[src/ahv_pkg.sv]
// Package: constants, codes and types shared by the header validator files.
`default_nettype none

package ahv_pkg;

   // Header image layout
   localparam int HEADER_BYTES = 80;
   localparam int NAME_OFFSET  = 16;
   localparam int NAME_LIMIT   = 63;
   localparam int POS_BITS     = $clog2(HEADER_BYTES);
   // Width wide enough for the offset arithmetic at this image size
   localparam int OFS_BITS     = 9;

   // Field values
   localparam logic [31:0] MAGIC_VALUE  = 32'h314C_4257;
   localparam logic [31:0] ERASED_WORD  = 32'hFFFF_FFFF;
   localparam logic [7:0]  ERASED_BYTE  = 8'hFF;
   localparam logic [7:0]  PRINT_LOW    = 8'h20;
   localparam logic [7:0]  PRINT_HIGH   = 8'h7E;
   localparam logic [6:0]  SUBST_CHAR   = 7'h5F;

   // Register reset values
   localparam logic [31:0] PAYLOAD_LIMIT_RESET = 32'd520192;
   localparam logic [7:0]  VERSION_RESET       = 8'd2;

   // Configuration register indexes
   localparam int CSR_INDEX_BITS = 1;
   typedef enum logic [CSR_INDEX_BITS-1:0] {
      CSR_PAYLOAD_LIMIT    = 1'b0,
      CSR_EXPECTED_VERSION = 1'b1
   } csr_index_type;

   // Result kinds
   typedef enum logic {
      KIND_NAME_CHAR = 1'b0,
      KIND_VERDICT   = 1'b1
   } kind_type;

   // Verdict classes
   typedef enum logic [1:0] {
      VERDICT_EMPTY      = 2'd0,
      VERDICT_INCOMPLETE = 2'd1,
      VERDICT_INVALID    = 2'd2,
      VERDICT_VALID      = 2'd3
   } verdict_type;

endpackage

`default_nettype wire

[src/ahv_stream_if.sv]
// Interfaces: header byte input, result output and configuration write channels.
`default_nettype none

interface ahv_req_if;
   logic       valid;
   logic       ready;
   logic [7:0] header_byte;
   logic       first_of_header;

   modport source (output valid, header_byte, first_of_header, input ready);
   modport sink   (input valid, header_byte, first_of_header, output ready);
endinterface

interface ahv_rsp_if;
   logic        valid;
   logic        ready;
   logic        result_kind;
   logic [6:0]  name_char;
   logic [1:0]  verdict;
   logic [31:0] payload_length;
   logic [31:0] payload_crc;
   logic [5:0]  name_length;

   modport source (output valid, result_kind, name_char, verdict, payload_length,
                   payload_crc, name_length, input ready);
   modport sink   (input valid, result_kind, name_char, verdict, payload_length,
                   payload_crc, name_length, output ready);
endinterface

interface ahv_csr_if;
   logic                                valid;
   logic                                ready;
   logic [ahv_pkg::CSR_INDEX_BITS-1:0]  index;
   logic [31:0]                         data;

   modport source (output valid, index, data, input ready);
   modport sink   (input valid, index, data, output ready);
endinterface

`default_nettype wire

[src/asset_header_validator_unit.sv]
// Top level: flash header image validator, one header byte per item.
//
// Usage:
//  - req_port carries one header byte per item; first_of_header restarts
//    parsing at offset zero. After the last byte of the image the next byte
//    starts a new header even without the flag.
//  - rsp_port gives at most one item per input item: a sanitized name
//    character while the header still looks good, and the verdict (with
//    length, CRC and name length, zero unless valid) on the last byte.
//  - csr_port writes payload_limit (index 0) and expected_version (index 1); it
//    is always ready; the user must write it only while idle (not enforced).
// Timing: an accepted byte sits in the input stage until the output register is
//  free; the edge that then loads its result into the output register makes it
//  valid. One byte per cycle is sustained while the receiver takes results; the
//  single parse step between the two registers sets that rate.
// Reset clears the parse state, both stages and the registers to their
//  defaults. When the receiver stalls the result holds in the output
//  register, the input stage holds one more byte, and then req ready drops.
`default_nettype none

module asset_header_validator_unit (
   input  wire         clock,
   input  wire         reset,
   ahv_req_if.sink     req_port,
   ahv_rsp_if.source   rsp_port,
   ahv_csr_if.sink     csr_port
);

   localparam int PB = ahv_pkg::POS_BITS;
   localparam int OB = ahv_pkg::OFS_BITS;

   // Configuration registers
   logic [31:0] limit_ff, limit_in;
   logic [7:0]  version_ff, version_in;

   // Input stage
   logic        s1_valid_ff, s1_valid_in;
   logic [7:0]  s1_byte_ff, s1_byte_in;
   logic        s1_first_ff, s1_first_in;

   // Parse state
   logic [PB-1:0] pos_ff, pos_in;
   logic          erased_ff, erased_in;
   logic [31:0]   magic_ff, magic_in;
   logic          rejected_ff, rejected_in;
   logic [5:0]    name_size_ff, name_size_in;
   logic [31:0]   length_ff, length_in;
   logic [31:0]   crc_ff, crc_in;

   // Output register
   logic        out_valid_ff, out_valid_in;
   logic        out_kind_ff, out_kind_in;
   logic [6:0]  out_char_ff, out_char_in;
   logic [1:0]  out_verdict_ff, out_verdict_in;
   logic [31:0] out_length_ff, out_length_in;
   logic [31:0] out_crc_ff, out_crc_in;
   logic [5:0]  out_name_size_ff, out_name_size_in;

   // Handshake and parse step signals
   logic                 out_free;
   logic                 s1_adv;
   logic [PB-1:0]        pos;
   logic                 base_erased;
   logic [31:0]          base_magic;
   logic                 base_rejected;
   logic [5:0]           base_name_size;
   logic [31:0]          base_length;
   logic [31:0]          base_crc;
   logic [7:0]           b;
   logic [4:0]           lane_shift;
   logic                 at_last;
   logic                 name_hit;
   logic [OB-1:0]        name_ofs;
   ahv_pkg::verdict_type verdict_now;

   // Handshake: output register frees when empty or taken
   assign out_free       = !out_valid_ff || rsp_port.ready;
   assign s1_adv         = s1_valid_ff && out_free;
   assign req_port.ready = !s1_valid_ff || out_free;
   assign csr_port.ready = 1'b1;

   // Configuration writes
   always_comb begin
      limit_in   = limit_ff;
      version_in = version_ff;
      if (csr_port.valid) begin
         case (ahv_pkg::csr_index_type'(csr_port.index))
            ahv_pkg::CSR_PAYLOAD_LIMIT:    limit_in   = csr_port.data;
            ahv_pkg::CSR_EXPECTED_VERSION: version_in = csr_port.data[7:0];
            default:                       limit_in   = limit_ff;
         endcase
      end
   end

   // Input stage load
   always_comb begin
      s1_valid_in = s1_valid_ff;
      s1_byte_in  = s1_byte_ff;
      s1_first_in = s1_first_ff;
      if (req_port.valid && req_port.ready) begin
         s1_valid_in = 1'b1;
         s1_byte_in  = req_port.header_byte;
         s1_first_in = req_port.first_of_header;
      end else if (s1_adv) begin
         s1_valid_in = 1'b0;
      end
   end

   // Parse step: restart flag selects a cleared state as the base
   always_comb begin
      b              = s1_byte_ff;
      pos            = s1_first_ff ? '0 : pos_ff;
      base_erased    = s1_first_ff ? 1'b1 : erased_ff;
      base_magic     = s1_first_ff ? '0 : magic_ff;
      base_rejected  = s1_first_ff ? 1'b0 : rejected_ff;
      base_name_size = s1_first_ff ? '0 : name_size_ff;
      base_length    = s1_first_ff ? '0 : length_ff;
      base_crc       = s1_first_ff ? '0 : crc_ff;
      lane_shift     = {pos[1:0], 3'b000};

      erased_in    = base_erased && (b == ahv_pkg::ERASED_BYTE);
      magic_in     = base_magic;
      rejected_in  = base_rejected;
      name_size_in = base_name_size;
      length_in    = base_length;
      crc_in       = base_crc;

      // Field capture and checks by offset
      if (pos < PB'(4)) begin
         magic_in = base_magic | (32'(b) << lane_shift);
      end else if (pos == PB'(4)) begin
         if (b != version_ff) rejected_in = 1'b1;
      end else if (pos == PB'(5)) begin
         if (b > 8'(ahv_pkg::NAME_LIMIT) ||
             (OB'(b) + OB'(ahv_pkg::NAME_OFFSET)) >= OB'(ahv_pkg::HEADER_BYTES))
            rejected_in = 1'b1;
         name_size_in = b[5:0];
      end else if (pos < PB'(8)) begin
         if (b != 8'd0) rejected_in = 1'b1;
      end else if (pos < PB'(12)) begin
         length_in = base_length | (32'(b) << lane_shift);
         if (pos == PB'(11) && (length_in == 32'd0 || length_in > limit_ff))
            rejected_in = 1'b1;
      end else if (pos < PB'(16)) begin
         crc_in = base_crc | (32'(b) << lane_shift);
      end

      // Verdict class on the last byte
      at_last = (pos == PB'(ahv_pkg::HEADER_BYTES - 1));
      if (erased_in)
         verdict_now = ahv_pkg::VERDICT_EMPTY;
      else if (magic_in == ahv_pkg::ERASED_WORD)
         verdict_now = ahv_pkg::VERDICT_INCOMPLETE;
      else if (magic_in != ahv_pkg::MAGIC_VALUE || rejected_in)
         verdict_now = ahv_pkg::VERDICT_INVALID;
      else
         verdict_now = ahv_pkg::VERDICT_VALID;

      // Name byte in use while the header still looks good
      name_ofs = OB'(pos) - OB'(ahv_pkg::NAME_OFFSET);
      name_hit = (pos >= PB'(ahv_pkg::NAME_OFFSET)) && (name_ofs < OB'(name_size_in)) &&
                 (magic_in == ahv_pkg::MAGIC_VALUE) && !rejected_in;

      pos_in = pos + PB'(1);
      // The verdict clears the state for the next header
      if (at_last) begin
         pos_in       = '0;
         erased_in    = 1'b1;
         magic_in     = '0;
         rejected_in  = 1'b0;
         name_size_in = '0;
         length_in    = '0;
         crc_in       = '0;
      end
   end

   // Output register load
   always_comb begin
      out_valid_in     = out_valid_ff && !rsp_port.ready;
      out_kind_in      = out_kind_ff;
      out_char_in      = out_char_ff;
      out_verdict_in   = out_verdict_ff;
      out_length_in    = out_length_ff;
      out_crc_in       = out_crc_ff;
      out_name_size_in = out_name_size_ff;
      if (s1_adv && at_last) begin
         out_valid_in     = 1'b1;
         out_kind_in      = ahv_pkg::KIND_VERDICT;
         out_char_in      = '0;
         out_verdict_in   = verdict_now;
         out_length_in    = (verdict_now == ahv_pkg::VERDICT_VALID) ? length_ff : '0;
         out_crc_in       = (verdict_now == ahv_pkg::VERDICT_VALID) ? crc_ff : '0;
         out_name_size_in = (verdict_now == ahv_pkg::VERDICT_VALID) ? name_size_ff : '0;
         if (s1_first_ff) begin
            out_length_in    = '0;
            out_crc_in       = '0;
            out_name_size_in = '0;
         end
      end else if (s1_adv && name_hit) begin
         out_valid_in     = 1'b1;
         out_kind_in      = ahv_pkg::KIND_NAME_CHAR;
         out_char_in      = (b >= ahv_pkg::PRINT_LOW && b <= ahv_pkg::PRINT_HIGH) ?
                            b[6:0] : ahv_pkg::SUBST_CHAR;
         out_verdict_in   = ahv_pkg::VERDICT_EMPTY;
         out_length_in    = '0;
         out_crc_in       = '0;
         out_name_size_in = '0;
      end
   end

   // Control registers
   always_ff @(posedge clock) begin
      if (reset) begin
         limit_ff     <= ahv_pkg::PAYLOAD_LIMIT_RESET;
         version_ff   <= ahv_pkg::VERSION_RESET;
         s1_valid_ff  <= 1'b0;
         out_valid_ff <= 1'b0;
         pos_ff       <= '0;
         erased_ff    <= 1'b1;
         magic_ff     <= '0;
         rejected_ff  <= 1'b0;
         name_size_ff <= '0;
         length_ff    <= '0;
         crc_ff       <= '0;
      end else begin
         limit_ff     <= limit_in;
         version_ff   <= version_in;
         s1_valid_ff  <= s1_valid_in;
         out_valid_ff <= out_valid_in;
         if (s1_adv) begin
            pos_ff       <= pos_in;
            erased_ff    <= erased_in;
            magic_ff     <= magic_in;
            rejected_ff  <= rejected_in;
            name_size_ff <= name_size_in;
            length_ff    <= length_in;
            crc_ff       <= crc_in;
         end
      end
   end

   // Payload registers
   always_ff @(posedge clock) begin
      s1_byte_ff       <= s1_byte_in;
      s1_first_ff      <= s1_first_in;
      out_kind_ff      <= out_kind_in;
      out_char_ff      <= out_char_in;
      out_verdict_ff   <= out_verdict_in;
      out_length_ff    <= out_length_in;
      out_crc_ff       <= out_crc_in;
      out_name_size_ff <= out_name_size_in;
   end

   assign rsp_port.valid          = out_valid_ff;
   assign rsp_port.result_kind    = out_kind_ff;
   assign rsp_port.name_char      = out_char_ff;
   assign rsp_port.verdict        = out_verdict_ff;
   assign rsp_port.payload_length = out_length_ff;
   assign rsp_port.payload_crc    = out_crc_ff;
   assign rsp_port.name_length    = out_name_size_ff;

`ifndef SYNTH
   // Only a valid verdict carries length, CRC and name length
   assert property (@(posedge clock) disable iff (reset)
      out_valid_ff && out_kind_ff && out_verdict_ff != ahv_pkg::VERDICT_VALID |->
         out_length_ff == 32'd0 && out_crc_ff == 32'd0 && out_name_size_ff == 6'd0)
      else $error("non-valid verdict carries header fields");

   // Name characters are printable ASCII
   assert property (@(posedge clock) disable iff (reset)
      out_valid_ff && !out_kind_ff |->
         out_char_ff >= ahv_pkg::PRINT_LOW[6:0] && out_char_ff <= ahv_pkg::PRINT_HIGH[6:0])
      else $error("name character not printable");

   // Byte position stays inside the image
   assert property (@(posedge clock) disable iff (reset)
      pos_ff <= PB'(ahv_pkg::HEADER_BYTES - 1))
      else $error("byte position beyond image");

   // A verdict restarts parsing at offset zero
   assert property (@(posedge clock) disable iff (reset)
      s1_adv && at_last |=> pos_ff == '0 && erased_ff)
      else $error("parse state not cleared after verdict");
`endif

endmodule

`default_nettype wire
[src/flat_wrapper.sv]
// flat-port wrapper written by rule: the top's interface ports become plain ports
module asset_header_validator_unit_flat 
  (clock, reset, req_port_valid, req_port_header_byte, req_port_first_of_header, req_port_ready, rsp_port_valid, rsp_port_result_kind, rsp_port_name_char, rsp_port_verdict, rsp_port_payload_length, rsp_port_payload_crc, rsp_port_name_length, rsp_port_ready, csr_port_valid, csr_port_index, csr_port_data, csr_port_ready);
  ahv_req_if req_port_i ();
  ahv_rsp_if rsp_port_i ();
  ahv_csr_if csr_port_i ();
  input  wire clock;
  input  wire reset;
  input wire logic [$bits(req_port_i.valid)-1:0] req_port_valid;
  input wire logic [$bits(req_port_i.header_byte)-1:0] req_port_header_byte;
  input wire logic [$bits(req_port_i.first_of_header)-1:0] req_port_first_of_header;
  output wire logic [$bits(req_port_i.ready)-1:0] req_port_ready;
  output wire logic [$bits(rsp_port_i.valid)-1:0] rsp_port_valid;
  output wire logic [$bits(rsp_port_i.result_kind)-1:0] rsp_port_result_kind;
  output wire logic [$bits(rsp_port_i.name_char)-1:0] rsp_port_name_char;
  output wire logic [$bits(rsp_port_i.verdict)-1:0] rsp_port_verdict;
  output wire logic [$bits(rsp_port_i.payload_length)-1:0] rsp_port_payload_length;
  output wire logic [$bits(rsp_port_i.payload_crc)-1:0] rsp_port_payload_crc;
  output wire logic [$bits(rsp_port_i.name_length)-1:0] rsp_port_name_length;
  input wire logic [$bits(rsp_port_i.ready)-1:0] rsp_port_ready;
  input wire logic [$bits(csr_port_i.valid)-1:0] csr_port_valid;
  input wire logic [$bits(csr_port_i.index)-1:0] csr_port_index;
  input wire logic [$bits(csr_port_i.data)-1:0] csr_port_data;
  output wire logic [$bits(csr_port_i.ready)-1:0] csr_port_ready;
  assign req_port_i.valid = req_port_valid;
  assign req_port_i.header_byte = req_port_header_byte;
  assign req_port_i.first_of_header = req_port_first_of_header;
  assign req_port_ready = req_port_i.ready;
  assign rsp_port_valid = rsp_port_i.valid;
  assign rsp_port_result_kind = rsp_port_i.result_kind;
  assign rsp_port_name_char = rsp_port_i.name_char;
  assign rsp_port_verdict = rsp_port_i.verdict;
  assign rsp_port_payload_length = rsp_port_i.payload_length;
  assign rsp_port_payload_crc = rsp_port_i.payload_crc;
  assign rsp_port_name_length = rsp_port_i.name_length;
  assign rsp_port_i.ready = rsp_port_ready;
  assign csr_port_i.valid = csr_port_valid;
  assign csr_port_i.index = csr_port_index;
  assign csr_port_i.data = csr_port_data;
  assign csr_port_ready = csr_port_i.ready;
  asset_header_validator_unit u_core (.clock(clock), .reset(reset), .req_port(req_port_i), .rsp_port(rsp_port_i), .csr_port(csr_port_i));
endmodule
[config.mk]
export PLATFORM = sky130hd
export DESIGN_NAME = asset_header_validator_unit_flat
export DESIGN_NICKNAME = d
export VERILOG_FILES = /design/src/ahv_pkg.sv /design/src/ahv_stream_if.sv /design/src/asset_header_validator_unit.sv /design/src/flat_wrapper.sv
export SDC_FILE = /design/constraint.sdc
export NUM_CORES = 1
export LEC_CHECK = 0
export BUFFER_PORTS_ARGS = -buffer_cell sky130_fd_sc_hd__buf_2
export CAP_MARGIN = 0
export CELL_PAD_IN_SITES_DETAIL_PLACEMENT = 1
export CELL_PAD_IN_SITES_GLOBAL_PLACEMENT = 1
export CORE_MARGIN = 1.5
export CORE_UTILIZATION = 50
export CTS_BUF_LIST = sky130_fd_sc_hd__clkbuf_8
export DETAILED_ROUTE_END_ITERATION = 10
export PLACE_DENSITY = 0.94
export REMOVE_ABC_BUFFERS = 1
export SYNTH_ARGS = -nofsm -noshare
export SYNTH_HDL_FRONTEND = slang
export SYNTH_SLANG_ARGS = --single-unit
[constraint.sdc]
create_clock -name clock -period 11.4 [get_ports clock]
set_input_delay 1.14 -clock clock [delete_from_list [all_inputs] [get_ports clock]]
set_output_delay 1.14 -clock clock [all_outputs]
set_load 0.05 [all_outputs]
Word-level counts from Yosys, hierarchy flattened

Cells that the tools add are included.
Widths: inputs -> output; s select.

Register bits after elaboration: 242
Input port bits: 47
Output and inout port bits: 83
Logic and storage cells: 133

$add $sub $neg: 3
Order comparisons: 11
Eq/ne operators: 10
Shifts and indexed selects: 1
Mux-type cells: 59
Bitwise gates (word level): 4
Reduce and logical (&&, ||, !) cells: 26

Operator list:

| kind                 | count |
|---|---|
| $mux 32              | 25 |
| $or 32x32->32        | 3 |
| $mux 6               | 9 |
| $eq 32x30->1 const B | 1 |
| $eq 32x32->1 const B | 1 |
| $gt 32x32->1         | 1 |
| $logic_not 32->1     | 1 |
| $ne 32x30->1 const B | 1 |
| $shl 8x5->32         | 1 |
| $mux 7               | 3 |
| $mux 1               | 18 |
| $eq 7x3->1 const B   | 2 |
| $lt 7x4->1 const B   | 2 |
| $logic_and 1x1->1    | 11 |
| $add 8x5->9 const B  | 1 |
| $ge 9x7->1 const B   | 1 |
| $lt 9x6->1           | 1 |
| $eq 8x8->1 const B   | 1 |
| $ge 8x6->1 const B   | 1 |
| $gt 8x6->1 const B   | 1 |
| $le 8x7->1 const B   | 1 |
| $mux 2               | 4 |
| $ne 8x8->1           | 1 |
| $reduce_bool 8->1    | 1 |
| 13 further kinds     | 22 |

Logic depth before layout (Yosys ltp)

Depth after elaboration: 20
Gate-level depth with buffers: 19
Gate-level depth less buffers: 15

Least setup slack after synthesis

OpenSTA, ideal clock, no wires.

Path type: flip-flop to flip-flop
Start point: reg u_core.s1_first_ff
End point: reg u_core.out_name_size_ff[0] (netlist: u_core.rsp_port.name_length[0]), enable pin
Setup time: 0.432 ns
Arrival: 5.728 ns
Data required time: 10.968 ns
Slack: 5.239 ns
Stages on the path, launching flop included: 17
Buffers on the path: 6
Period minus slack after synthesis: 6.161 ns
Cell sequence: edfxtp_1 > clkbuf_1 > clkbuf_1 > clkbuf_1 > clkbuf_1 > buf_1 > buf_1 > nor2_1 > ha_1 > nand4_1 > nor4_1 > and4_1 > nand3_1 > a21o_1 > o31ai_1 > nand3_1 > nand2_1

Longest elaborated chain between the ends: 16
Elaborated cells between the ends (all ways): 43
Those cells by class: 1 x add/sub; 6 x order compare; 5 x eq/ne; 1 x shift; 18 x mux; 2 x bitwise; 10 x reduce/logical

Ends and longest elaborated chain:

| element                                          | RTL line                                                               | source |
|---|---|---|
| from (decl)                                      | asset_header_validator_unit.sv:39                                      | `logic s1_first_ff, s1_first_in;` |
| from (signal assigned)                           | asset_header_validator_unit.sv:245                                     | `s1_first_ff <= s1_first_in;` |
| $mux 7                                           | asset_header_validator_unit.sv:112                                     | `pos = s1_first_ff ? '0 : pos_ff;` |
| $shl 8x5->32                                     | asset_header_validator_unit.sv:130, asset_header_validator_unit.sv:141 |  |
| $or 32x32->32                                    | asset_header_validator_unit.sv:141                                     | `length_in = base_length \| (32'(b) << lane_shift);` |
| $gt 32x32->1 or $logic_not 32->1 (tied branches) | asset_header_validator_unit.sv:142                                     | `if (pos == PB'(11) && (length_in == 32'd0 \|\| length_in > limit_ff))` |
| $logic_or 1x1->1                                 | asset_header_validator_unit.sv:142                                     |  |
| $logic_and 1x1->1                                | asset_header_validator_unit.sv:142                                     |  |
| $mux 1                                           | asset_header_validator_unit.sv:142                                     |  |
| $mux 1                                           | asset_header_validator_unit.sv:140                                     | `end else if (pos < PB'(12)) begin` |
| $mux 1                                           | asset_header_validator_unit.sv:138                                     | `end else if (pos < PB'(8)) begin` |
| $mux 1                                           | asset_header_validator_unit.sv:133                                     | `end else if (pos == PB'(5)) begin` |
| $mux 1                                           | asset_header_validator_unit.sv:131                                     | `end else if (pos == PB'(4)) begin` |
| $mux 1                                           | asset_header_validator_unit.sv:129                                     | `if (pos < PB'(4)) begin` |
| $logic_not 1->1                                  | asset_header_validator_unit.sv:162                                     | `(magic_in == ahv_pkg::MAGIC_VALUE) && !rejected_in;` |
| $logic_and 1x1->1                                | asset_header_validator_unit.sv:162                                     |  |
| $logic_and 1x1->1                                | asset_header_validator_unit.sv:199                                     | `end else if (s1_adv && name_hit) begin` |
| $reduce_bool 2->1 (no source line) *             | -                                                                      |  |
| to (signal assigned)                             | asset_header_validator_unit.sv:251                                     | `out_name_size_ff <= out_name_size_in;` |
| to (decl)                                        | asset_header_validator_unit.sv:57                                      | `logic [5:0] out_name_size_ff, out_name_size_in;` |

Every way passes the cells marked *; elsewhere a longest branch is shown, timed or not.
A chain may end at the register's enable or synchronous reset.

Final worst setup path

Start point: reg u_core.pos_ff[0]
End point: reg u_core.out_crc_ff[6] (netlist: u_core.rsp_port.payload_crc[6]), enable pin

Longest elaborated chain between the ends: 16
Elaborated cells between the ends (all ways): 36
Those cells by class: 1 x add/sub; 6 x order compare; 5 x eq/ne; 1 x shift; 11 x mux; 2 x bitwise; 10 x reduce/logical

Ends and longest elaborated chain:

| element                                          | RTL line                                                               | source |
|---|---|---|
| from (decl)                                      | asset_header_validator_unit.sv:42                                      | `logic [PB-1:0] pos_ff, pos_in;` |
| from (signal assigned)                           | asset_header_validator_unit.sv:231                                     | `pos_ff <= pos_in;` |
| $mux 7 *                                         | asset_header_validator_unit.sv:112                                     |  |
| $shl 8x5->32                                     | asset_header_validator_unit.sv:130, asset_header_validator_unit.sv:141 |  |
| $or 32x32->32                                    | asset_header_validator_unit.sv:141                                     |  |
| $gt 32x32->1 or $logic_not 32->1 (tied branches) | asset_header_validator_unit.sv:142                                     |  |
| $logic_or 1x1->1                                 | asset_header_validator_unit.sv:142                                     |  |
| $logic_and 1x1->1                                | asset_header_validator_unit.sv:142                                     |  |
| $mux 1                                           | asset_header_validator_unit.sv:142                                     |  |
| $mux 1                                           | asset_header_validator_unit.sv:140                                     |  |
| $mux 1                                           | asset_header_validator_unit.sv:138                                     |  |
| $mux 1                                           | asset_header_validator_unit.sv:133                                     |  |
| $mux 1                                           | asset_header_validator_unit.sv:131                                     |  |
| $mux 1                                           | asset_header_validator_unit.sv:129                                     |  |
| $logic_not 1->1                                  | asset_header_validator_unit.sv:162                                     |  |
| $logic_and 1x1->1                                | asset_header_validator_unit.sv:162                                     |  |
| $logic_and 1x1->1                                | asset_header_validator_unit.sv:199                                     |  |
| $reduce_bool 2->1 (no source line) *             | -                                                                      |  |
| to (signal assigned)                             | asset_header_validator_unit.sv:250                                     | `out_crc_ff <= out_crc_in;` |
| to (decl)                                        | asset_header_validator_unit.sv:56                                      | `logic [31:0] out_crc_ff, out_crc_in;` |

Marks and branches as above.

==> results.yml <==
yosys:
  syn_area_sq_um: 11260
  synth_edf_count: 81
  synth_area_leaders: "dfxtp_1 29%, edfxtp_1 22%, nor2_1 5.6%, ha_1 4.9%, and2_1 4.4%"
  synth_flop_cell: "dfxtp_1"
  yosysTopAreaCellShare_pct: 28.63
  seq_area_frac_synth_pct: 50.23
  synth-seq-cells: 242
  avgSynthCellArea_sq_um: 9.313
  yosys.area.top_type: "dfxtp_1"
  synthCells: 1209
  synth_warnings: 0
  synthArstFlopShare_pct: 0
  ys_types: 67
timing:
  post-route-min-period_ns: 6.205
  whs_ns: 0.4532
  fmax_ghz: 0.1612
  slew_headroom_pct: 21.86
  rsz0062_at_grt: "no"
  setup_violations: 0
  clock_skew_ns: 0.02694
  finalHoldViolCount: 0
  fin_tns_setup_ns: 0
  tightest_slew_ns: 1.170
  slew_violations: 0
  fin_crit_sh_pct: 54.43
finish:
  multi_input_area_sq_um: 5072
  layout-drive-gt1-share_pct: 16.82
  fin_util_pct: 58.47
  syn_to_final_growth_pct: 14.02
  final_nets: 1390
  seqCellArea_sq_um: 5655
  antenna_cells: 0
  fillers: 2586
status:
  violations: "DRC"
  status: "finished with violations"
power:
  vdd_drop_max_mv: 0.06995
  p_int_uw: 1348
  p_comb_share_pct: 7.8
  p_sw_share_pct: 25.74
  seq_power_share_pct: 50.1
  power_density_nw_per_um2: 141.4
  p_leak_uw: 0.004736
  clkPwrFrac_pct: 42.1
  switchingPower_uw: 467.2
critical_path:
  critical_path_class: "flip-flop to flip-flop"
  crit_start: "u_core.pos_ff[0]$_SDFFE_PP0P_"
  cp.required_ns: 11.56
  setup.worst_path.start_class: "flip-flop"
  end_kind: "flip-flop"
  cp_max_fo: 72
  ff2ff_setup_slack_ns: 5.19
  reg2reg_to: "u_core.rsp_port.payload_crc[6]$_SDFFCE_PP0P_"
  cp.arrival_ns: 6.36
  worst-r2r-cell-count: 12
  worstReg2RegStart: "u_core.pos_ff[0]$_SDFFE_PP0P_"
floorplanning:
  fp.dieH_microns: 153.1
  start_util_pct: 51.28
  fp.dieW_microns: 153.1
  core_area_sq_um: 21960
  dieArea_sq_um: 23430
  boundaryPins: 130
  num_rows: 54
place:
  hpwl_mm: 22.89
  gp_congestion: 0.8884
  numPortBuffers: 128
grt:
  overflow: 0
  grt_pass1_wl_mm: 56.37
  first_global_vias: 10520
  grt_use_total_pct: 30.36
  antenna_found_initial: 0
  grt_max_degree: 95
route:
  avgRoutedWirePerCell_microns: 22.27
  ant_nets: 0
  drt-total-wl_mm: 35.89
  drcViolationCount: 6
  routed_via_density: 6.268
  drt_iter0_drc: 850
  dr.pass1.iters: 9
  via_count: 10104
clock_tree:
  htree_levels: 2
  clk_pin_slew_worst_paths_ns: 0.06
  cts_hold_buf: 0
  cts_resized: 0
  root_buffer: "clkbuf_8"
  cts_tree: "built"
  cts_buffers: 41
  clk_latency_ns: 0.55
  cts_setup_buffers: 0
  cts_sinks: 242
  ctsLongestPathBuffers: 3
flow_run:
  max_cap_viol_count: 0
min_path:
  hold_end: "u_core.limit_ff[9]$_SDFFE_PP0P_"
  holdPathStages: 2
  worstHoldStart: "u_core.limit_ff[9]$_SDFFE_PP0P_"
  hold_class: "flip-flop to flip-flop"
## worst max-delay path, cell delays in order (launching register included)
cell and delay (ns):
dfxtp_1 0.65, nor2b_1 0.98, a21oi_1 0.26, nor2_1 0.28
ha_1 0.19, nand4_1 0.13, nor4_1 0.57, and4_1 0.33
nand3_1 0.10, a21o_1 0.25, o31ai_1 0.84, nand3_1 0.35
nand2_4 0.83
## Yosys cell counts, types with 4 or more instances
library cell and number:
nor2_1 167, a211o_1 8, and2_1 79, clkbuf_2 7
edfxtp_1 81, o21ai_0 17, nand2b_1 11, nor2b_1 13
xnor2_1 8, a21oi_1 95, inv_1 45, a32oi_1 47
or4_1 5, nand2_1 93, a211oi_1 7, nor3b_1 8
a21o_1 14, nor3_1 19, buf_2 4, ha_1 44
nand4_1 20, nor4_1 13, nand3_1 11, a22oi_1 53
a22o_1 9, dfxtp_1 161, clkbuf_1 77, buf_1 11
a31oi_1 17, and3_1 7
## cells by family after synthesis
family          Yosys count  synth area share [%]
flops                   242                 50.23
xor+xnor                  8                0.6223
fa+ha+maj                44                 4.889
buf+inv                 145                 4.989
compound gates          304                 18.70
mux                       2                0.1889
other cells               1               0.03331
simple gates            463                 20.35
## power groups by stage
| stage | clock [uW] | sequential, uW | combinational [uW] |
|---|---|---|---|
| 4_1_cts | 776 | 908 | 139 |
| 6_report | 764 | 909 | 142 |
| 5_1_grt | 811 | 909 | 152 |
| 3_5_place_dp | 0 | 926 | 136 |
| 3_3_place_gp | 0 | 926 | 129 |
| 2_1_floorplan | 0 | 932 | 64.5 |
## layer usage
layer | up-vias | GRT usage [%] | wire length [microns]
met2 | 456 | 52.01 | 17540
met1 | 4977 | 36.86 | 14130
met3 | 134 | 5.359 | 2562
met4 | 0 | 15.08 | 1657
li1 | 4537 | - | -
met5 | - | 0 | 0
## worst max-delay path by stage
stage / to / cells after the start
CTS: u_core.rsp_port.payload_crc[7]$_SDFFCE_PP0P_ / 12
global route: u_core.rsp_port.payload_length[18]$_SDFFCE_PP0P_ / 12
detailed placement: u_core.rsp_port.payload_length[18]$_SDFFCE_PP0P_ / 12
floorplan: u_core.rsp_port.name_length[0]$_SDFFCE_PP0P_ / 15
finish: u_core.rsp_port.payload_crc[6]$_SDFFCE_PP0P_ / 12
global placement: u_core.rsp_port.payload_length[20]$_SDFFCE_PP0P_ / 12
## flip-flops by register name, indices dropped and copies added, names as in the netlist
signal                          count
u_core.limit_ff                    32
u_core.magic_ff                    32
u_core.rsp_port.valid               1
u_core.rsp_port.name_char           7
u_core.name_size_ff                 6
u_core.rsp_port.result_kind         1
u_core.rsp_port.payload_length     32
u_core.version_ff                   8
u_core.erased_ff                    1
u_core.rsp_port.payload_crc        32
u_core.length_ff                   32
u_core.crc_ff                      32
u_core.s1_first_ff                  1
u_core.rejected_ff                  1
u_core.s1_valid_ff                  1
u_core.pos_ff                       7
u_core.rsp_port.name_length         6
u_core.b                            8
u_core.rsp_port.verdict             2
## per-stage QoR
stage / std cells / setup slack, ns / total power, uW / instance area (sq um)
after floorplan: 1109 / 5.095 / 997.0 / 10870
after global placement: 1536 / 6.003 / 1055 / 12030
after detailed placement: 1536 / 5.671 / 1062 / 12030
after CTS: 1612 / 5.475 / 1823 / 12840
after global routing: 1612 / 4.850 / 1872 / 12840
final: 1612 / 5.195 / 1815 / 12840
## cell usage in the layout, fill, tap and decap left out, types with 19 or more instances in the layout
cell	count
a21oi_1	95
a22oi_1	53
a32oi_1	47
and2_1	79
buf_2	127
buf_4	20
clkbuf_8	48
dfxtp_1	161
edfxtp_1	81
ha_1	44
inv_1	56
nand2_1	92
nand4_1	20
nor2_1	165
nor3_1	19
## area by class of cell
class	instances	share of cell area (%)
multi-input combinational	822	39.51
clock buffer	48	5.146
inverter	45	1.316
sequential	242	44.05
clock inverter	28	1.130
timing repair buffer	147	6.120
tap	280	2.729
Power figures use the tool's default switching activity.
